<file path="src/rtl/crc32e_pkg.sv">
`default_nettype none

package crc32e_pkg;

    localparam int CRC_W      = 32;
    localparam int DATA_W     = 64;
    localparam int CNT_W      = 4;
    localparam int BYTE_W     = 8;
    localparam int CFG_IDX_W  = 2;
    localparam int S_TDATA_W  = 72;   // data_bytes + byte_count, padded to whole bytes
    localparam int M_TDATA_W  = 64;   // remainder + digest
    localparam int QUEUE_DEPTH = 2;

    localparam logic [CRC_W-1:0] POLY_RESET = 32'h04C1_1DB7;
    localparam logic [CRC_W-1:0] SEED_RESET = 32'h0000_0000;

    // configuration register indexes
    typedef enum logic [CFG_IDX_W-1:0] {
        REG_POLYNOMIAL = 2'd0,
        REG_SEED       = 2'd1,
        REG_INVERT_OUT = 2'd2
    } cfg_reg_t;

    typedef struct packed {
        logic [DATA_W-1:0] data;
        logic [CNT_W-1:0]  count;
        logic              first;
    } crc_item_t;

    typedef struct packed {
        logic [CRC_W-1:0] polynomial;
        logic [CRC_W-1:0] seed;
        logic             invert_out;
    } crc_cfg_t;

    // column i holds the image of remainder bit i
    typedef logic [CRC_W-1:0][CRC_W-1:0] crc_mat_t;

    function automatic logic [CRC_W-1:0] bit_rev32(input logic [CRC_W-1:0] v);
        logic [CRC_W-1:0] r;
        for (int i = 0; i < CRC_W; i++)
        begin
            r[i] = v[CRC_W-1-i];
        end
        return r;
    endfunction

    // eight lsb-first shift steps of the remainder
    function automatic logic [CRC_W-1:0] crc_shift8(input logic [CRC_W-1:0] v,
                                                    input logic [CRC_W-1:0] rpoly);
        logic [CRC_W-1:0] r;
        r = v;
        for (int b = 0; b < BYTE_W; b++)
        begin
            r = r[0] ? ((r >> 1) ^ rpoly) : (r >> 1);
        end
        return r;
    endfunction

    function automatic logic [CRC_W-1:0] crc_mat_apply(input crc_mat_t m,
                                                       input logic [CRC_W-1:0] v);
        logic [CRC_W-1:0] acc;
        acc = '0;
        for (int i = 0; i < CRC_W; i++)
        begin
            acc = acc ^ (v[i] ? m[i] : '0);
        end
        return acc;
    endfunction

endpackage

`default_nettype wire

</file>
<file path="src/rtl/crc32e_fifo.sv">
`default_nettype none

module crc32e_fifo (
    input  wire logic                   clk,
    input  wire logic                   rst_n,
    input  wire logic                   push,
    input  wire crc32e_pkg::crc_item_t  push_item,
    input  wire logic                   pop,
    output crc32e_pkg::crc_item_t       head_item,
    output logic                        not_empty,
    output logic                        full
);
    import crc32e_pkg::*;

    localparam int PTR_W = $clog2(QUEUE_DEPTH);
    localparam int CNT_QW = $clog2(QUEUE_DEPTH + 1);

    crc_item_t          entry_reg [QUEUE_DEPTH];
    logic [PTR_W-1:0]   wr_ptr_reg;
    logic [PTR_W-1:0]   rd_ptr_reg;
    logic [CNT_QW-1:0]  fill_reg;
    logic [CNT_QW-1:0]  fill_next;

    assign not_empty = (fill_reg != '0);
    assign full      = (fill_reg == CNT_QW'(QUEUE_DEPTH));
    assign head_item = entry_reg[rd_ptr_reg];

    always_comb
    begin
        fill_next = fill_reg;
        if (push && !pop)
        begin
            fill_next = fill_reg + CNT_QW'(1);
        end
        else if (pop && !push)
        begin
            fill_next = fill_reg - CNT_QW'(1);
        end
    end

    always_ff @(posedge clk or negedge rst_n)
    begin
        if (!rst_n)
        begin
            wr_ptr_reg <= '0;
            rd_ptr_reg <= '0;
            fill_reg   <= '0;
        end
        else
        begin
            fill_reg <= fill_next;
            if (push)
            begin
                wr_ptr_reg <= wr_ptr_reg + PTR_W'(1);
            end
            if (pop)
            begin
                rd_ptr_reg <= rd_ptr_reg + PTR_W'(1);
            end
        end
    end

    always_ff @(posedge clk)
    begin
        if (push)
        begin
            entry_reg[wr_ptr_reg] <= push_item;
        end
    end

endmodule

`default_nettype wire

</file>
<file path="config.mk">
export PLATFORM = sky130hd
export DESIGN_NAME = crc32e_fifo
export DESIGN_NICKNAME = d
export VERILOG_FILES = /design/src/rtl/crc32e_pkg.sv /design/src/rtl/crc32e_fifo.sv
export SDC_FILE = /design/constraint.sdc
export NUM_CORES = 1
export LEC_CHECK = 0
export ABC_AREA = 1
export BUFFER_PORTS_ARGS = -buffer_cell sky130_fd_sc_hd__clkbuf_2
export CORE_MARGIN = 5
export CORE_UTILIZATION = 56
export CTS_CLUSTER_SIZE = 12
export DETAILED_ROUTE_END_ITERATION = 6
export PLACE_DENSITY = 0.84
export SLEW_MARGIN = 20
export SYNTH_ARGS = -nofsm -noshare
export SYNTH_HDL_FRONTEND = slang
export SYNTH_SLANG_ARGS = --single-unit
</file>
<file path="constraint.sdc">
create_clock -name clk -period 5.75 [get_ports clk]
set_clock_uncertainty 0.05 [all_clocks]
set_input_delay 0.575 -clock clk [delete_from_list [all_inputs] [get_ports clk]]
set_output_delay 0.575 -clock clk [all_outputs]
set_load 0.005 [all_outputs]
</file>
# Yosys cells after proc, flatten, opt, wreduce, memory -nomap -nowiden
# Memory sizes are Yosys's and may differ from the RTL's.
# Cells that the tools add are included.
# totals
latch_bits,0
romBits,0
output_inout_bits,71
elab_cells,19
in_bits,73
ram_bits,138
register_bits,4
n_memories,1
# memory_table
name,words,width,read_ports,rd_clocked_by_memory_dff,write_ports,line_no,source
entry_reg,2,69,1,0,1,crc32e_fifo.sv:18,crc_item_t entry_reg [QUEUE_DEPTH];
# classes
n_bitwise,0
n_mux,4
magnitude_cmp,0
eq_ne,1
n_mul,0
reduce_logical,6
shifts,0
n_addsub,4
div_mod_pow,0
# ops
operator,n
$mux W2,2
$reduce_bool A2 Y1,2
$add A1 B1 Y1 const B,2
$add A2 B1 Y2 const B,1
$eq A2 B2 Y1 const B,1
$logic_and A1 B1 Y1,2
$logic_not A1 Y1,2
$mux W1,2
$sub A2 B1 Y2 const B,1

# Longest topological paths before layout
# logic_depth
ltp_word,4
depth_mapped,7
depth_no_buf,7

# Least setup slack after synthesis
# Ideal clock, no wire load.
# synth_timing
path_type,input to register
start,in push
end,"mem entry_reg[0][0] (netlist name), enable pin"
arrival_ns,3.508
path_slack_ns,1.694
required_ns,5.202
n_path_buf,0
setup_ns,0.498
stages,2
path_cell_list,inv_1 -> nor2_1
# synth_via
elab_chain_len,2
# synth_lines
item,line_no,source
start: declaration,crc32e_fifo.sv:6,"input wire logic push,"
$mux W1,crc32e_fifo.sv:65,if (push)
$mux W1 (implied by the code),crc32e_fifo.sv:67,entry_reg[wr_ptr_reg] <= push_item;
end: declaration,crc32e_fifo.sv:18,
# No other way between the ends.

==> impl_metrics.py <==
metrics = {
    "outcome": {
        "outcome": "completed",
    },
    "sta": {
        "setup_tns_ps": 0,
        "slew_headroom": 0.337,
        "rsz0062_at_grt": "no",
        "fmax_mhz": 317,
        "period_needed_ps": 3150,
        "hold_viol": 0,
        "slew_violations": 0,
        "setup_viol": 0,
        "fin_crit_sh": 0.548,
        "whs_ps": 197,
        "fin_ws_ps": 2600,
        "tightest_slew_ps": 991,
    },
    "route": {
        "drt-total-wl_um": 9430,
        "antenna_left": 0,
        "vias": 2679,
        "wire_per_inst_um": 17.4,
        "drt_iter0_drc": 153,
        "vias_per_cell": 4.93,
        "drc_errors": 0,
        "drtPass1Iterations": 4,
    },
    "clock_tree": {
        "cts_buffers": 17,
        "htreeDepth": 4,
        "worstSkewPairLatency_ps": 510,
        "path_clk_slew_ps": 60,
        "cts_max_path_buffers": 2,
        "cts_tree": "done",
        "clockRootBuffer": "clkbuf_8",
        "cts_sinks": 142,
        "cts_resized": 0,
    },
    "setup_path": {
        "reg2reg_depth": 2,
        "slowest_stage": "dfrtp_4",
        "path_depth": 3,
        "cp_max_fo": 43,
        "critPathArrivalTime_ps": 2530,
        "worstPathCellList": "buf_4 > mux2_4 > clkbuf_2",
        "worstSetupEndpointType": "primary output",
        "start_kind": "flip-flop",
        "cp_top_family": "buffers and inverters",
        "cpPeakStageDelay_ps": 760,
        "cp.required_ps": 5120,
        "path_class": "flip-flop to primary output",
        "critPathBufInv": 2,
    },
    "power_and_ir_drop": {
        "vdd_ir_drop_max_uv": 289,
        "power.total_mw": 3.39,
        "power_density_nw_per_um2": 494,
        "leakage_nw": 2.84,
    },
    "yosys": {
        "synth_seq_cells": 142,
        "synth_warnings": 0,
        "postSynthCellCount": 240,
        "synth_ff_type": "edfxtp_1",
        "synthesis.area_um2": 5540,
        "post-synth-top-area-cell": "edfxtp_1",
        "synth_edf_count": 138,
        "synthTopCellsByCount": "edfxtp_1 (138), mux2_4 (69), buf_12 (7), inv_1 (7), nand2_1 (6)",
        "ys_seq_area_frac": 0.766,
        "yosysMostFrequentCell": "edfxtp_1",
        "synth.area.top_cells": "edfxtp_1 (75%), mux2_4 (19%), buf_12 (2.5%), dfrtp_1 (1.8%), inv_1 (0.47%)",
        "yosysUniqueCellTypes": 13,
        "syn_avg_cell_area_um2": 23.1,
        "synth-async-reset-ratio": 0.0282,
        "syn-num-nets": 314,
        "yosysTopAreaCellShare": 0.748,
    },
    "floorplanning": {
        "core.rowCount": 36,
        "die_w_um": 109,
        "die_height_um": 109,
        "start_util": 0.569,
        "io_pins": 144,
        "die_area_um2": 12000,
        "fp.coreArea_um2": 9730,
    },
    "run": {
        "drv_cap": 0,
    },
    "placed_design": {
        "post-place-ws_ps": 3120,
        "dp_hpwl_um": 6470,
        "gp_congestion": 0.716,
        "port_buffers": 143,
    },
    "final_layout": {
        "largest_register_ff_count": 138,
        "area_growth_pct": 23.8,
        "drive_gt1_frac": 0.595,
        "fin_nets": 472,
        "utilization": 0.705,
        "num_antenna_cells": 0,
        "num-fill-cells": 651,
    },
    "worst_hold_path": {
        "worstHoldPathType": "input pin to flip-flop",
        "whs_path_depth": 1,
    },
    "global_routing": {
        "grt_overflow": 0,
        "gr-usage-all-layers": 0.166,
        "antenna_found_initial": 0,
        "grt_max_degree": 44,
        "grt_pass1_vias": 2818,
        "grt_pass1_wl_um": 14100,
    },
}
## through the flow
step	instances	cell area [um^2]
final	543	6860
after global routing	543	6860
after CTS	543	6860
after detailed placement	511	6300
after global placement	511	6300
after floorplan	240	5540
## layout make-up
type                            count  area, um^2  area share
Clock inverter                     13         125      0.0183
Sequential cell                   142        4250       0.620
Clock buffer                       18         418      0.0610
Inverter                            7        26.3     0.00383
Tap cell                          133         166      0.0243
Timing Repair Buffer              147         748       0.109
Multi-Input combinational cell     83        1120       0.164
## path summary, 6_finish.rpt
check / from / end / slack, ps
setup / recovery: rd_ptr_reg / head_item[41] / 2600
setup reg to reg: wr_ptr_reg / entry_reg[0][23] / 3520
hold reg to reg: fill_reg[1] / fill_reg[1] / 450
max in group asynchronous: rst_n / rd_ptr_reg / 5150
hold / removal: push_item[26] / entry_reg[0][26] / 200
min in group asynchronous: rst_n / wr_ptr_reg / 350
## placed cells by master, fill, tap and decap left out, drive strengths merged
cell / netlist / final
nand3: 1 / 1
ha: 1 / 1
buf: 8 / 3
nand4: 1 / 1
bufinv: 0 / 2
nand2: 6 / 6
xnor2: 1 / 1
xor2: 2 / 2
dfrtp: 4 / 4
clkinvlp: 0 / 6
clkbuf: 0 / 161
clkinv: 0 / 5
dlygate4sd3: 0 / 1
mux2: 69 / 69
inv: 7 / 7
nor2: 2 / 2
edfxtp: 138 / 138
## logic make-up (layout without fill, tap and decap cells)
family,after synthesis,count (layout),share of synthesized area
adder cells (fa/ha/maj),1,1,0.00226
AND/OR/NAND/NOR,10,10,0.00746
flip-flops,142,142,0.766
buffers and inverters,15,185,0.0321
XOR/XNOR,3,3,0.00475
multiplexers,69,69,0.187
## power breakdown
group	switching (mW)	leakage, nW	total [mW]	internal [mW]
clock	0.384	0.245	0.989	0.606
combinational	0.392	1.26	0.914	0.522
sequential	0.108	1.34	1.49	1.38
total	0.883	2.84	3.39	2.51
## per-layer routing
metal  GRT usage  up-vias  wire length, um
met5           0        -                0
met4      0.0810        0              213
met3      0.0646       17              695
met2       0.273      106             4920
met1       0.190     1296             3600
li1            -     1260                -
## worst reg2reg max path: cells and delay by family (launching register included)
kind                   cells  cell delay, ps
buffers and inverters      1             590
and+or+nand+nor            1             790
DFF                        1             430
## repair_timing
| item | in CTS | in global routing |
|---|---|---|
| buffers inserted | 0 | 0 |
| hold buffers | 1 | 0 |
| endpoints found under the hold margin | 4 | 0 |
(Power assumes the default switching activity.)
