===== src/rtl/crc32e_pkg.sv =====
`default_nettype none

package crc32e_pkg;

    localparam int CRC_W      = 32;
    localparam int DATA_W     = 64;
    localparam int CNT_W      = 4;
    localparam int BYTE_W     = 8;
    localparam int CFG_IDX_W  = 2;
    localparam int S_TDATA_W  = 72;   // data_bytes + byte_count, padded to whole bytes
    localparam int M_TDATA_W  = 64;   // remainder + digest
    localparam int QUEUE_DEPTH = 2;

    localparam logic [CRC_W-1:0] POLY_RESET = 32'h04C1_1DB7;
    localparam logic [CRC_W-1:0] SEED_RESET = 32'h0000_0000;

    // configuration register indexes
    typedef enum logic [CFG_IDX_W-1:0] {
        REG_POLYNOMIAL = 2'd0,
        REG_SEED       = 2'd1,
        REG_INVERT_OUT = 2'd2
    } cfg_reg_t;

    typedef struct packed {
        logic [DATA_W-1:0] data;
        logic [CNT_W-1:0]  count;
        logic              first;
    } crc_item_t;

    typedef struct packed {
        logic [CRC_W-1:0] polynomial;
        logic [CRC_W-1:0] seed;
        logic             invert_out;
    } crc_cfg_t;

    // column i holds the image of remainder bit i
    typedef logic [CRC_W-1:0][CRC_W-1:0] crc_mat_t;

    function automatic logic [CRC_W-1:0] bit_rev32(input logic [CRC_W-1:0] v);
        logic [CRC_W-1:0] r;
        for (int i = 0; i < CRC_W; i++)
        begin
            r[i] = v[CRC_W-1-i];
        end
        return r;
    endfunction

    // eight lsb-first shift steps of the remainder
    function automatic logic [CRC_W-1:0] crc_shift8(input logic [CRC_W-1:0] v,
                                                    input logic [CRC_W-1:0] rpoly);
        logic [CRC_W-1:0] r;
        r = v;
        for (int b = 0; b < BYTE_W; b++)
        begin
            r = r[0] ? ((r >> 1) ^ rpoly) : (r >> 1);
        end
        return r;
    endfunction

    function automatic logic [CRC_W-1:0] crc_mat_apply(input crc_mat_t m,
                                                       input logic [CRC_W-1:0] v);
        logic [CRC_W-1:0] acc;
        acc = '0;
        for (int i = 0; i < CRC_W; i++)
        begin
            acc = acc ^ (v[i] ? m[i] : '0);
        end
        return acc;
    endfunction

endpackage

`default_nettype wire


===== src/rtl/crc32e_back.sv =====
`default_nettype none

module crc32e_back #(
    parameter int MAX_BYTES = 8,
    parameter int IDX_W     = 3
) (
    input  wire logic                               clk,
    input  wire logic                               rst_n,
    input  wire crc32e_pkg::crc_item_t              head_item,
    input  wire logic                               not_empty,
    output logic                                    pop,
    input  wire crc32e_pkg::crc_cfg_t               cfg,
    output logic [IDX_W-1:0]                        mat_idx,
    input  wire crc32e_pkg::crc_mat_t               mat,
    output logic                                    m_tvalid,
    input  wire logic                               m_tready,
    output logic [crc32e_pkg::M_TDATA_W-1:0]        m_tdata
);
    import crc32e_pkg::*;

    localparam int LAST = MAX_BYTES - 1;

    logic               stg_valid_reg [MAX_BYTES];
    crc_item_t          stg_item_reg  [MAX_BYTES];
    logic [CRC_W-1:0]   stg_crc_reg   [MAX_BYTES];

    logic [CRC_W-1:0]   crc_reg;
    logic [CRC_W-1:0]   rem_reg;
    logic               out_valid_reg;
    logic [CRC_W-1:0]   rpoly;
    logic               adv;
    logic [CRC_W-1:0]   crc_start;
    logic [CRC_W-1:0]   crc_next;
    logic [CNT_W-1:0]   cnt_m1;

    assign rpoly = bit_rev32(cfg.polynomial);
    assign adv   = ~out_valid_reg | m_tready;
    assign pop   = adv & not_empty;

    // fold pipeline: stage k folds byte k of the item, starting from zero
    for (genvar k = 0; k < MAX_BYTES; k++)
    begin : g_stage
        crc_item_t          in_item;
        logic               in_valid;
        logic [CRC_W-1:0]   in_crc;
        logic [CRC_W-1:0]   fold_crc;

        if (k == 0)
        begin : g_head
            assign in_item  = head_item;
            assign in_valid = not_empty;
            assign in_crc   = '0;
        end
        else
        begin : g_body
            assign in_item  = stg_item_reg[k-1];
            assign in_valid = stg_valid_reg[k-1];
            assign in_crc   = stg_crc_reg[k-1];
        end

        assign fold_crc = (in_item.count > CNT_W'(k))
                        ? crc_shift8(in_crc ^ {{(CRC_W-BYTE_W){1'b0}},
                                               in_item.data[BYTE_W*k +: BYTE_W]}, rpoly)
                        : in_crc;

        always_ff @(posedge clk or negedge rst_n)
        begin
            if (!rst_n)
            begin
                stg_valid_reg[k] <= 1'b0;
            end
            else if (adv)
            begin
                stg_valid_reg[k] <= in_valid;
            end
        end

        always_ff @(posedge clk)
        begin
            if (adv)
            begin
                stg_item_reg[k] <= in_item;
                stg_crc_reg[k]  <= fold_crc;
            end
        end
    end

    // remainder loop: advance the running value over n bytes, add the data part
    assign cnt_m1  = stg_item_reg[LAST].count - CNT_W'(1);
    assign mat_idx = cnt_m1[IDX_W-1:0];

    assign crc_start = stg_item_reg[LAST].first ? cfg.seed : crc_reg;
    assign crc_next  = (stg_item_reg[LAST].count == '0)
                     ? crc_start
                     : (crc_mat_apply(mat, crc_start) ^ stg_crc_reg[LAST]);

    always_ff @(posedge clk or negedge rst_n)
    begin
        if (!rst_n)
        begin
            crc_reg       <= '0;
            out_valid_reg <= 1'b0;
        end
        else if (adv)
        begin
            out_valid_reg <= stg_valid_reg[LAST];
            if (stg_valid_reg[LAST])
            begin
                crc_reg <= crc_next;
            end
        end
    end

    always_ff @(posedge clk)
    begin
        if (adv && stg_valid_reg[LAST])
        begin
            rem_reg <= crc_next;
        end
    end

    assign m_tvalid = out_valid_reg;
    assign m_tdata  = {(cfg.invert_out ? ~rem_reg : rem_reg), rem_reg};

endmodule

`default_nettype wire


===== config.mk =====
export PLATFORM = sky130hd
export DESIGN_NAME = crc32e_back
export DESIGN_NICKNAME = d
export VERILOG_FILES = /design/src/rtl/crc32e_pkg.sv /design/src/rtl/crc32e_back.sv
export SDC_FILE = /design/constraint.sdc
export NUM_CORES = 2
export LEC_CHECK = 0
export ABC_AREA = 0
export ABC_CLOCK_PERIOD_IN_PS = 21600
export BUFFER_PORTS_ARGS = -buffer_cell sky130_fd_sc_hd__buf_4
export CELL_PAD_IN_SITES_DETAIL_PLACEMENT = 1
export CELL_PAD_IN_SITES_GLOBAL_PLACEMENT = 2
export CORE_AREA = 2 2 479 481
export DETAILED_ROUTE_END_ITERATION = 16
export DIE_AREA = 0 0 481 483
export PLACE_DENSITY = 0.76
export REMOVE_ABC_BUFFERS = 1
export SETUP_SLACK_MARGIN = 0.5
export SYNTH_ARGS = -nofsm -noshare
export SYNTH_HDL_FRONTEND = slang
export SYNTH_SLANG_ARGS = --single-unit

===== constraint.sdc =====
create_clock -name clk -period 21.6 [get_ports clk]
set_input_delay 1.08 -clock clk [delete_from_list [all_inputs] [get_ports clk]]
set_output_delay 1.08 -clock clk [all_outputs]
set_load 0.01 [all_outputs]

== Word level (Yosys, flattened, before mapping) ==
Memory sizes are Yosys's and may differ from the RTL's.
Index checks and enable logic that the tools add are counted.

* Bits in registers: 73
* RAM bits: 808
* Output and inout bits: 69
* Word-level logic and storage cells: 241
* Memories: 2

* $add $sub $neg: 1
* Order comparisons: 8
* Multiplexer cells: 109
* Bitwise operators: 107
* Reduce and logical (&&, ||, !) cells: 3

{| class="wikitable"
|+ Memory list
! name !! depth !! width !! rd ports !! clocked after Yosys merged registers in !! wr ports !! RTL line !! RTL
|-
| stg_item_reg || 8 || 69 || 8 || 0 || 8 || crc32e_back.sv:24 || <nowiki>crc_item_t stg_item_reg [MAX_BYTES];</nowiki>
|-
| stg_crc_reg || 8 || 32 || 8 || 0 || 8 || crc32e_back.sv:25 || <nowiki>logic [CRC_W-1:0] stg_crc_reg [MAX_BYTES];</nowiki>
|}

{| class="wikitable"
|+ Operator list
! cell !! count
|-
| 32-bit 2-to-1 mux || 107
|-
| 31-bit by 32-bit bitwise XOR with 32-bit output || 63
|-
| 32-bit bitwise XOR || 32
|-
| 32-bit by 8-bit bitwise XOR with 32-bit output || 7
|-
| 32-bit inverter || 1
|-
| 7-bit by 32-bit bitwise XOR with 32-bit output || 1
|-
| 4-bit by 3-bit > comparator with 1-bit output, second input constant || 4
|-
| 4-bit by 1-bit > comparator with 1-bit output, second input constant || 2
|-
| 4-bit by 2-bit > comparator with 1-bit output, second input constant || 2
|-
| 4-bit logical NOT || 1
|-
| 3-bit by 1-bit subtractor with 3-bit output, second input constant || 1
|-
| 1-bit 2-to-1 mux || 2
|-
| 2-bit AND reduction || 1
|-
| 1-bit AND || 1
|-
| 1-bit logical AND || 1
|-
| 1-bit inverter || 1
|-
| 1-bit OR || 1
|}

== Longest topological paths before layout ==
An unclocked memory read counts as a cell.

* Depth after elaboration: 36
* Gate-level depth with buffers: 18
* Gate-level depth less buffers: 12

== Worst setup path before layout ==
Ideal clock, no wire load.

* Kind: input port to output port
* Start: input m_tready
* End: output pop
* Arrival time: 16705 ps
* Required time: 20520 ps
* Setup slack: 3815 ps
* Cell stages on the path: 3
* Cells stage by stage: nand2b_1 -> clkbuf_1 -> and2_1

* Word-level cells in the longest chain between the ends: 2

{| class="wikitable"
|+ Ends and longest elaborated chain
! what !! RTL line !! RTL
|-
| start: declaration || crc32e_back.sv:16 || <nowiki>input wire logic m_tready,</nowiki>
|-
| 1-bit OR || crc32e_back.sv:37 || <nowiki>assign adv = ~out_valid_reg | m_tready;</nowiki>
|-
| 1-bit AND || crc32e_back.sv:38 || <nowiki>assign pop = adv & not_empty;</nowiki>
|-
| end: declaration || crc32e_back.sv:11 || <nowiki>output logic pop,</nowiki>
|}

Every way passes these cells.

==> results.ini <==
[detailed_routing]
post-route-drc-count = 0
antenna_left = 0
vias = 65825
first_pass_iters = 5
dr.first_iter.drc_count = 5832
via_per_inst = 5.31
wl_per_cell_um = 34.7
wirelength_um = 430000

[layout]
drive_gt1_share_pct = 19.7
fin_area_mm2 = 0.0834
instances_no_fill = 12398
final_nets = 10405
syn_to_final_growth_pct = 22.0
largest_reg_flops = 264

[hold_path]
hp-start = stg_item_reg[0][271]
hold_path_end = stg_item_reg[1][64]
hold_class = reg -> reg
holdPathStages = 0

[worst_setup_path]
crit_arrival_ns = 7.44
cp.required_ns = 22.06
cp_max_fo = 105
r2r_end = stg_crc_reg[1][122]
cp-end-kind = flip-flop
ff2ff_path_depth = 14
crit_type = in -> reg
regToRegSetupSlack_ns = 15.00
worstSetupStartpointType = input port
reg2reg_from = stg_crc_reg[1][66]

[logic_synthesis]
syn-instance-count = 8423
synth_common_cells = nand2_1, xnor2_1, edfxtp_1, clkbuf_1, xor2_1
yosysTopAreaCell = xnor2_1
synth_edf_count = 552
yosysSeqAreaShare_pct = 25.7
syn_area_per_cell_um2 = 8.12
yosysTopAreaCellShare_pct = 27.1
ys.flop_type = edfxtp_1
synth-seq-cells = 593
synth_cell_types = 74
ys_async_sr_fraction_pct = 6.91
synthTopCellsByArea = xnor2_1, edfxtp_1, nand2_1
syn_area_mm2 = 0.0684
synth_warnings = 0
synth.most_common_cell = nand2_1

[flow_run]
cap_violations = 0

[floorplan]
start_util_pct = 30.1
die-width_um = 481
rows = 175
fp.coreArea_mm2 = 0.227
ioPinCount = 1231
die_h_um = 483
dieArea_mm2 = 0.232

[sta]
worst_slack_ns = 14.63
slew-limit-headroom_pct = 7.94
tightest_slew_ns = 1.37
hold_viol = 0
final.min_clock_period_ns = 6.97
slew_viol_final = 0
fmax_ghz = 0.143
fin_skew_ns = 0.0828
setup_violations = 0
tns_ns = 0
rsz0062_at_grt = no
fin_crit_sh_pct = 32.3

[clock_tree]
cts-root-buf = clkbuf_16
post_cts_buffers = 0
insertion_delay_ns = 0.76
cts_sinks = 593
h-tree-depth = 3
cts_tree = built
clkTransAtPathRegs_ns = 0.06
cts_buffers = 85
clockBufferDepth = 3
ctsHoldBuffers = 0
cts_resized = 0

[global_route]
grt_pass1_wl_um = 571000
antenna_found_initial = 144
grt_overflow = 0
grt_max_degree = 106
grt_pass1_vias = 65830
grt_usage_pct = 35.7

[placement]
place_area_mm2 = 0.0804
dp_slack_ns = 14.03
placedCellCount = 12164
portBuffers = 1230
gp_congestion = 1.00
dp_hpwl_um = 350000

[run_status]
status = complete, no violations

## layout make-up
type / count / area (um2)
antenna: 77 / 193
clock buffer: 105 / 2230
timing repair buffer: 1407 / 10600
multi-input combinational: 7122 / 48400
inverter: 33 / 124
sequential: 593 / 17600
fill: 26957 / 143000
clock inverter: 52 / 552
tap: 3009 / 3760
## cell families after synthesis
group	count (synthesis)	share of synthesized area (%)
simple gates	3447	21.3
xor+xnor	2741	39.2
buf+inv	708	4.21
compound gates	796	7.30
mux	137	2.19
flops	593	25.7
fa+ha+maj	1	0.0183
## routing by layer
layer	GRT usage, %	routed length [um]	vias up
met5	0	405	-
met4	13.9	15800	58
met3	6.75	30800	439
met2	56.9	198000	2461
met1	47.3	185000	33827
li1	-	-	29040
## worst max path at each step
stage / from / to / slack, ns
2_1_floorplan: m_tready / crc_reg[0] / 4.85
3_3_place_gp: cfg[64] / stg_crc_reg[1][122] / 14.07
3_5_place_dp: cfg[64] / stg_crc_reg[1][122] / 14.03
4_1_cts: cfg[64] / stg_crc_reg[1][122] / 14.81
5_1_grt: cfg[64] / stg_crc_reg[1][122] / 14.37
6_report: cfg[64] / stg_crc_reg[1][122] / 14.63
## metrics by stage
| step | util (%) | hold slack [ns] |
|---|---|---|
| floorplan | - | 0.400 |
| global placement | 35.5 | 0.402 |
| detailed placement | 35.5 | 0.405 |
| CTS | 36.7 | 0.337 |
| global route | 36.8 | 0.361 |
| finish | 36.8 | 0.349 |
## placed cells by master, fill, tap and decap left out, types with 9 or more instances in the layout
cell          n
a21o_1       24
a21oi_1     151
a2bb2oi_1    10
and2_1       13
and3_1       64
buf_4      1406
clkbuf_1     17
clkbuf_16    85
clkinv_1     26
clkinv_2     16
dfrtp_1      41
diode_2      77
edfxtp_1    552
inv_1        19
mux2_2      102
mux2i_1      34
nand2_1    2515
nand3_1     175
nand3_2     118
nand4_1      46
nor2_1      400
nor3_1       37
o211a_1      14
o211ai_1     75
o21a_1       33
o21ai_0     148
o21ai_1     170
o221ai_1     14
o2bb2ai_1    15
o311ai_0     11
o31ai_1      47
or3_1        15
or4_1         9
or4_4        11
xnor2_1    2101
xnor2_2      10
xnor2_4      13
xnor3_1     184
xor2_1      412
## worst max-delay path, stage by stage
cell and delay, ns:
buf_4 0.60, buf_12 0.48, nor2b_1 0.46, buf_4 0.30, nand2_1 0.22, o221ai_1 0.25, a311o_1 0.35, nor3_1 0.13
or4_1 0.49, a31oi_4 0.84, o21a_1 0.24, buf_4 0.48, mux2i_1 0.26, xnor3_1 0.46, and4_1 0.22, or3_1 0.37
Power is not shown: default switching activity piles up to over one toggle a cycle in this logic, so the estimate is an artifact.
