## config.mk

```make
export PLATFORM = sky130hd
export DESIGN_NAME = crc32e_front
export DESIGN_NICKNAME = d
export VERILOG_FILES = /design/src/rtl/crc32e_pkg.sv /design/src/rtl/crc32e_front.sv
export SDC_FILE = /design/constraint.sdc
export NUM_CORES = 1
export LEC_CHECK = 0
export BUFFER_PORTS_ARGS = -buffer_cell sky130_fd_sc_hd__buf_2
export CORE_UTILIZATION = 23
export DETAILED_ROUTE_END_ITERATION = 7
export SLEW_MARGIN = 20
export SYNTH_ARGS = -nofsm -noshare
export SYNTH_HDL_FRONTEND = slang
export SYNTH_SLANG_ARGS = --single-unit
```

## constraint.sdc

```tcl
create_clock -name clk -period 0.99 [get_ports clk]
set_input_delay 0.0495 -clock clk [delete_from_list [all_inputs] [get_ports clk]]
set_output_delay 0.0495 -clock clk [all_outputs]
set_load 0.01 [all_outputs]
```

## src/rtl/crc32e_pkg.sv

```systemverilog
`default_nettype none

package crc32e_pkg;

    localparam int CRC_W      = 32;
    localparam int DATA_W     = 64;
    localparam int CNT_W      = 4;
    localparam int BYTE_W     = 8;
    localparam int CFG_IDX_W  = 2;
    localparam int S_TDATA_W  = 72;   // data_bytes + byte_count, padded to whole bytes
    localparam int M_TDATA_W  = 64;   // remainder + digest
    localparam int QUEUE_DEPTH = 2;

    localparam logic [CRC_W-1:0] POLY_RESET = 32'h04C1_1DB7;
    localparam logic [CRC_W-1:0] SEED_RESET = 32'h0000_0000;

    // configuration register indexes
    typedef enum logic [CFG_IDX_W-1:0] {
        REG_POLYNOMIAL = 2'd0,
        REG_SEED       = 2'd1,
        REG_INVERT_OUT = 2'd2
    } cfg_reg_t;

    typedef struct packed {
        logic [DATA_W-1:0] data;
        logic [CNT_W-1:0]  count;
        logic              first;
    } crc_item_t;

    typedef struct packed {
        logic [CRC_W-1:0] polynomial;
        logic [CRC_W-1:0] seed;
        logic             invert_out;
    } crc_cfg_t;

    // column i holds the image of remainder bit i
    typedef logic [CRC_W-1:0][CRC_W-1:0] crc_mat_t;

    function automatic logic [CRC_W-1:0] bit_rev32(input logic [CRC_W-1:0] v);
        logic [CRC_W-1:0] r;
        for (int i = 0; i < CRC_W; i++)
        begin
            r[i] = v[CRC_W-1-i];
        end
        return r;
    endfunction

    // eight lsb-first shift steps of the remainder
    function automatic logic [CRC_W-1:0] crc_shift8(input logic [CRC_W-1:0] v,
                                                    input logic [CRC_W-1:0] rpoly);
        logic [CRC_W-1:0] r;
        r = v;
        for (int b = 0; b < BYTE_W; b++)
        begin
            r = r[0] ? ((r >> 1) ^ rpoly) : (r >> 1);
        end
        return r;
    endfunction

    function automatic logic [CRC_W-1:0] crc_mat_apply(input crc_mat_t m,
                                                       input logic [CRC_W-1:0] v);
        logic [CRC_W-1:0] acc;
        acc = '0;
        for (int i = 0; i < CRC_W; i++)
        begin
            acc = acc ^ (v[i] ? m[i] : '0);
        end
        return acc;
    endfunction

endpackage

`default_nettype wire

```

## src/rtl/crc32e_front.sv

```systemverilog
`default_nettype none

module crc32e_front #(
    parameter int MAX_BYTES = 8
) (
    input  wire logic                               clk,
    input  wire logic                               rst_n,
    input  wire logic                               s_tvalid,
    output logic                                    s_tready,
    input  wire logic [crc32e_pkg::S_TDATA_W-1:0]   s_tdata,
    input  wire logic                               s_tuser,
    input  wire logic                               cfg_valid,
    output logic                                    cfg_ready,
    input  wire logic [crc32e_pkg::CFG_IDX_W-1:0]   cfg_index,
    input  wire logic [crc32e_pkg::CRC_W-1:0]       cfg_data,
    input  wire logic                               q_full,
    input  wire logic                               build_busy,
    output logic                                    push,
    output crc32e_pkg::crc_item_t                   push_item,
    output crc32e_pkg::crc_cfg_t                    cfg,
    output logic                                    poly_load
);
    import crc32e_pkg::*;

    localparam logic [CNT_W-1:0] MAX_CNT = CNT_W'(MAX_BYTES);

    logic [CRC_W-1:0] poly_reg;
    logic [CRC_W-1:0] seed_reg;
    logic             invert_reg;
    logic [CNT_W-1:0] raw_count;
    logic             cfg_we;

    assign cfg_ready = 1'b1;
    assign cfg_we    = cfg_valid & cfg_ready;

    // register file
    always_ff @(posedge clk or negedge rst_n)
    begin
        if (!rst_n)
        begin
            poly_reg   <= POLY_RESET;
            seed_reg   <= SEED_RESET;
            invert_reg <= 1'b0;
        end
        else if (cfg_we)
        begin
            case (cfg_index)
                REG_POLYNOMIAL: poly_reg   <= cfg_data;
                REG_SEED:       seed_reg   <= cfg_data;
                REG_INVERT_OUT: invert_reg <= cfg_data[0];
                default:        ;
            endcase
        end
    end

    assign poly_load = cfg_we && (cfg_index == REG_POLYNOMIAL);

    assign cfg.polynomial = poly_reg;
    assign cfg.seed       = seed_reg;
    assign cfg.invert_out = invert_reg;

    // classify: saturate the byte count
    assign raw_count = s_tdata[DATA_W +: CNT_W];

    always_comb
    begin
        push_item.data  = s_tdata[DATA_W-1:0];
        push_item.first = s_tuser;
        push_item.count = (raw_count > MAX_CNT) ? MAX_CNT : raw_count;
    end

    assign s_tready = ~q_full & ~build_busy;
    assign push     = s_tvalid & s_tready;

endmodule

`default_nettype wire

```

Word-level counts from Yosys, hierarchy flattened
Cells that the tools add are included.

storage, ports and cells
  register bits = 65
  word-level logic and storage cells = 16
  output and inout bits = 138
  bits of input ports = 113

cells by class
  magnitude comparators = 1
  multiplexer cells = 1
  reduce and logical (&&, ||, !) cells = 5
  bitwise gates (word level) = 4
  eq/ne operators = 2

operators with widths
  cell                                                              number
  2-bit AND reduction                                               3
  4-bit greater-than comparator (second input constant)             1
  4-bit two-way mux                                                 1
  1-bit AND                                                         2
  2-bit by 1-bit == test with 1-bit output (second input constant)  1
  2-bit == test (second input constant)                             1
  2-bit zero test                                                   1
  1-bit NOT                                                         2
  1-bit logical AND                                                 1

Longest topological paths before layout
Gate-level depths: netlist (run 1).

  depth after elaboration = 3
  depth in mapped cells = 3
  mapped depth without buffers = 2

Worst setup path before layout (run 1)
No wires, ideal clock.

  kind = input port to flip-flop
  start = in cfg_index[1] (netlist bit)
  end = reg poly_reg[27]
  buffers on the path = 1
  arrival = 0.888 ns
  library setup time = 0.125 ns
  data required time = 0.865 ns
  setup slack = -0.023 ns
  stages on the path = 3
  cells stage by stage = nor3b_4 buf_6 mux2_2

on the way
  longest elaborated chain between the ends = 2

ends and longest elaborated chain
  item                           RTL line            RTL
  from (decl)                    crc32e_front.sv:14  input wire logic [crc32e_pkg::CFG_IDX_W-1:0] cfg_index,
  2-bit zero test                crc32e_front.sv:47  case (cfg_index)
  2-bit AND reduction (no line)  --
  to (signal assigned)           crc32e_front.sv:48  REG_POLYNOMIAL: poly_reg <= cfg_data;
  to (decl)                      crc32e_front.sv:27  logic [CRC_W-1:0] poly_reg;

No other way between the ends.
A chain may end at the register's enable or synchronous reset.

Worst setup path in the final report (run 1)
  start = reg poly_reg[10]
  end = out cfg[43] (netlist bit)

RTL lines
  item       RTL line            RTL
  to (decl)  crc32e_front.sv:20  output crc32e_pkg::crc_cfg_t cfg,

No word-level cell between the ends.

==> results of run 1 <==
[cells in the mapped netlist]
master    count  area (sq um)
and2_1        1          6.26
buf_4        67           503
clkbuf_8      3          41.3
mux2_2       64           721
nor2_1        1          3.75
clkbuf_1      1          3.75
dfstp_2      14           368
nand3b_1      1          7.51
buf_6         3          33.8
nand3b_2      1          11.3
dfrtp_1      51          1280
nor3b_4       1          18.8
conb_1        1          3.75
mux2_1        1          11.3
nor2b_1       3          18.8
[what timing repair did]
item,4_1_cts,5_1_grt
endpoints found under the hold margin,123,0
hold buffers,33,0
cloned,0,0
gates resized for setup,14,0
setup endpoints to repair,14,14
[layout make-up]
cell class,instances,area (sq um)
multi-input combinational,74,828
clock buffer,13,260
clock inverter,3,15.0
tap,172,215
timing repair buffer,153,1080
fill,1322,8680
sequential,65,1640
[per-stage QoR]
| step | power (mW) | hold WS (ns) | util [%] | cell area (sq um) | TNS [ns] |
|---|---|---|---|---|---|
| finish | 8.24 | 0.0876 | 31.8 | 4040 | -0.382 |
| global route | 8.71 | 0.0980 | 31.8 | 4040 | -0.872 |
| CTS | 8.39 | 0.0707 | 31.8 | 4040 | -0.682 |
| detailed placement | 5.15 | 0.0360 | 26.3 | 3350 | -6.56 |
| global placement | 5.10 | 0.0324 | 26.3 | 3350 | -5.92 |
| floorplan | 4.63 | -0.246 | - | 3050 | -0.218 |
[path summary, 6_finish.rpt]
path                                          start                  endpoint  slack [ns]  cells past startpoint
hold reg to reg            seed_reg[23]$_DFFE_PN0P_  seed_reg[23]$_DFFE_PN0P_        0.50                      1
max in group asynchronous                     rst_n  poly_reg[11]$_DFFE_PN1P_        0.34                      3
min in group asynchronous                     rst_n   seed_reg[6]$_DFFE_PN0P_        0.21                      3
setup / recovery           poly_reg[10]$_DFFE_PN1P_                   cfg[43]       -0.04                      1
hold / removal                            cfg_valid    invert_reg$_DFFE_PN0P_        0.09                      3
setup reg to reg           poly_reg[19]$_DFFE_PN0P_  poly_reg[19]$_DFFE_PN0P_        0.21                      1
[layout by cell type, fill, tap and decap left out, drive strengths merged]
| cell | netlist | layout |
|---|---|---|
| nor3b | 1 | 1 |
| clkinv | 0 | 3 |
| dfstp | 14 | 14 |
| clkbuf | 4 | 13 |
| nand3b | 2 | 2 |
| nor2b | 3 | 3 |
| nor2 | 1 | 1 |
| conb | 1 | 1 |
| mux2 | 65 | 65 |
| dfrtp | 51 | 51 |
| dlygate4sd3 | 0 | 33 |
| buf | 70 | 120 |
| and2 | 1 | 1 |
[metal layers]
metal | up-vias | share of wire (%) | track usage, %
li1 | 828 | - | -
met1 | 913 | 41 | 9.88
met2 | 97 | 46 | 13.6
met3 | 35 | 10 | 5.29
met4 | 0 | 3.3 | 6.50
met5 | - | 0 | 0
[power by group through the flow]
stage	combinational, mW	clock [mW]	sequential, mW
floorplan	0.861	0	3.77
global placement	1.59	0	3.51
detailed placement	1.61	0	3.53
CTS	1.84	3.02	3.53
global route	1.97	3.15	3.58
finish	1.81	2.91	3.52
[worst min-delay path, stage by stage]
cell	delay [ns]
buf_2	0.12
nand3b_1	0.08
mux2_2	0.14
[logic make-up (layout without fill, tap and decap cells)]
logic type             count (synthesis)  count (layout)
and+or+nand+nor                        8               8
other                                  1               1
DFF                                   65              65
buffers and inverters                 74             169
muxes                                 65              65
==> flow_summary.json, run 1 <==
{
  "stdcell_count": 480,
  "cellInternalPower_mw": 6.13,
  "cts_setup_buffers": 0,
  "rsz0062_at_grt": "true",
  "ys_seq_area_share_pct": 54.3,
  "vias": 1873,
  "slew_viol_final": 0,
  "synth_area_per_cell_sq_um": 14.2,
  "drt_iter0_drc": 35,
  "p_per_area_nw_per_um2": 2040,
  "cts.root.buffer_cell": "clkbuf_16",
  "required_ns": 0.94,
  "worstHoldPathType": "in -> reg",
  "synthToLayoutAreaGrowth_pct": 33.6,
  "start_kind": "flop",
  "netlist_instances": 213,
  "slowest_delay_ns": 0.54,
  "max-cap-violations": 0,
  "die_w_microns": 117,
  "critPathMaxFanout": 2,
  "clkSlewWorstSetupHoldPaths_ns": 0.05,
  "cp-end-kind": "output pin",
  "synth_mux_area_share_pct": 24.2,
  "peakVddDrop_mv": 0.974,
  "switching_share_pct": 25.6,
  "syn_nets": 326,
  "viasPerCell": 3.90,
  "seqPwrFrac_pct": 42.7,
  "comb_power_share_pct": 22.0,
  "fin_skew_ns": 0,
  "synth_top_family_by_area": "multiplexers",
  "arrival_ns": 0.98,
  "grt_pass1_wl_mm": 8.98,
  "switchingPower_mw": 2.11,
  "synth_compound_gate_area_share_pct": 0,
  "synth_seq_cells": 65,
  "routed_wl_mm": 5.98,
  "antenna_left": 0,
  "ios": 251,
  "insertion_delay_ns": 0.33,
  "synth_fa_ha_area_share_pct": 0,
  "synth_warnings": 0,
  "core_area_sq_um": 12700,
  "cpLargestDelayFamily": "flip-flops",
  "initial_core_util_pct": 23.8,
  "routabilityCongestion": 0.631,
  "synth-simple-area-share_pct": 2.19,
  "synthXorXnorAreaFrac_pct": 0,
  "fmax_mhz": 974,
  "grt.total_usage_pct": 9.21,
  "period_needed_ns": 1.03,
  "die_area_sq_um": 13600,
  "failed_checks": "setup timing",
  "clock_power_share_pct": 35.3,
  "port_buffers": 115,
  "h-tree-depth": 3,
  "grt_pass1_vias": 1868,
  "status": "complete, but fails checks",
  "first_pass_iters": 4,
  "dp.cells": 431,
  "drive_gt1_share_pct": 69.5,
  "finalHoldViolCount": 0,
  "dp_hpwl_mm": 4.12,
  "cts_tree": "yes",
  "nNetsFinal": 416,
  "ys_types": 15,
  "leakage_nw": 1.88,
  "syn_area_sq_um": 3030,
  "diodes": 0,
  "cts_num_sinks": 65,
  "setup_viol": 14,
  "fin_crit_sh_pct": 104,
  "clk_path_buf_depth": 2,
  "grt_overflow": 0,
  "dpl_worst_slack_ns": -0.174,
  "cts_buffers": 9,
  "fin_ws_ns": -0.0370,
  "grt_max_degree": 34,
  "antenna_found_initial": 0,
  "cp_num_buf_inv": 1,
  "path_cells": "buf_6",
  "crit_type": "reg -> out",
  "cp_slowest_cell": "dfstp_2",
  "dieHeight_microns": 117,
  "row_count": 41,
  "wl_per_cell_microns": 12.5,
  "drc": 0
}
No activity file was read; power rests on OpenSTA's default activity.
==> run 2: changes to the inputs <==
BUFFER_PORTS_ARGS = -buffer_cell sky130_fd_sc_hd__buf_4   (was -buffer_cell sky130_fd_sc_hd__buf_2)
CORE_MARGIN = 4   (was unset)
SKIP_CTS_REPAIR_TIMING = 1   (was unset)
==> flow_summary.json, run 2 (synthesis gave the netlist of run 1 again) <==
{
  "p_per_area_nw_per_um2": 2030,
  "finalHoldViolCount": 0,
  "fin_ws_ns": -0.0259,
  "die_w_microns": 123,
  "first_pass_iters": 2,
  "initial_core_util_pct": 23.7,
  "slowest_delay_ns": 0.54,
  "crit_type": "reg -> out",
  "drc": 0,
  "core_area_sq_um": 12800,
  "worstHoldPathType": "in -> out",
  "wl_per_cell_microns": 13.7,
  "path_cells": "buf_6",
  "die_area_sq_um": 15100,
  "cpLargestDelayFamily": "flip-flops",
  "grt_pass1_wl_mm": 9.40,
  "vias": 1858,
  "status": "complete, but fails checks",
  "slew_viol_final": 0,
  "cp-end-kind": "output pin",
  "design_power_total_mw": 8.70,
  "synthToLayoutAreaGrowth_pct": 41.7,
  "failed_checks": "setup timing",
  "cts.root.buffer_cell": "clkbuf_16",
  "leakage_nw": 1.95,
  "grt_pass1_vias": 1932,
  "required_ns": 0.94,
  "clkSlewWorstSetupHoldPaths_ns": 0.05,
  "drive_gt1_share_pct": 69.1,
  "cts_num_sinks": 65,
  "row_count": 41,
  "setup_viol": 14,
  "place_area_sq_um": 3620,
  "arrival_ns": 0.97,
  "drt_iter0_drc": 30,
  "cp_num_buf_inv": 1,
  "peakVddDrop_mv": 0.978,
  "layout_common_cells": "102 x buf_4, 57 x mux2_2, 51 x dfrtp_1",
  "final_common_cell": "buf_4",
  "critPathMaxFanout": 2,
  "cp_slowest_cell": "dfstp_2",
  "viasPerCell": 3.88,
  "fin_area_sq_um": 4290,
  "cts_buffers": 9,
  "routed_wl_mm": 6.56,
  "grt_overflow": 0,
  "diodes": 0,
  "fin_crit_sh_pct": 103,
  "dp.cells": 430,
  "fmax_mhz": 984,
  "grt_max_degree": 35,
  "period_needed_ns": 1.02,
  "nNetsFinal": 415,
  "grt.total_usage_pct": 8.20,
  "max-cap-violations": 0,
  "h-tree-depth": 3,
  "dieHeight_microns": 123,
  "dp_hpwl_mm": 4.56,
  "insertion_delay_ns": 0.32,
  "antenna_left": 0,
  "hold_ws_ns": 0.0990,
  "routabilityCongestion": 0.623,
  "antenna_found_initial": 0,
  "clk_path_buf_depth": 2,
  "fin_skew_ns": 0,
  "start_kind": "flop",
  "rsz0062_at_grt": "true",
  "ios": 251,
  "cts_tree": "yes",
  "stdcell_count": 479,
  "port_buffers": 115
}
run 2: routing by layer:
metal	GRT usage [%]	wire, microns	share of wire [%]	vias up
met5	0	0	0	-
met4	4.97	218	3.3	0
met3	4.19	769	12	35
met2	13.1	3170	48	97
met1	8.56	2400	37	906
li1	-	-	-	820
run 2: layout make-up:
cell class | instances | area (sq um)
fillers | 1264 | 8480
flip-flops and latches | 65 | 1640
repair buffers | 152 | 1310
multi-input cells | 74 | 828
clock buffers | 13 | 250
well taps | 172 | 215
clock inverters | 3 | 40.0
run 2: path summary, 6_finish.rpt:
check / to / startpoint / cells past startpoint / slack, ns
worst min-delay path: push_item[30] / s_tdata[25] / 0 / 0.1
worst min register to register: poly_reg[9]$_DFFE_PN0P_ / poly_reg[9]$_DFFE_PN0P_ / 1 / 0.50
worst max-delay path: cfg[34] / poly_reg[1]$_DFFE_PN1P_ / 1 / -0.03
min in group asynchronous: poly_reg[15]$_DFFE_PN0P_ / rst_n / 3 / 0.25
max in group asynchronous: poly_reg[0]$_DFFE_PN1P_ / rst_n / 3 / 0.31
worst max register to register: poly_reg[9]$_DFFE_PN0P_ / poly_reg[9]$_DFFE_PN0P_ / 1 / 0.22
run 2: report_power, final:
group / switching, mW / leakage (nW) / internal, mW
Combinational: 0.762 / 1.06 / 1.32
Sequential: 0.286 / 0.751 / 3.25
Clock: 1.07 / 0.144 / 2.01
Total: 2.12 / 1.95 / 6.58
run 2: metrics by stage:
step / setup WS (ns) / utilization (%) / setup TNS, ns
4_1_cts: -0.0615 / 30.6 / -0.655
3_3_place_gp: -0.158 / 28.3 / -4.87
5_1_grt: -0.0657 / 33.6 / -0.678
6_report: -0.0259 / 33.6 / -0.188
3_5_place_dp: -0.203 / 28.3 / -6.22
2_1_floorplan: -0.0231 / - / -0.218
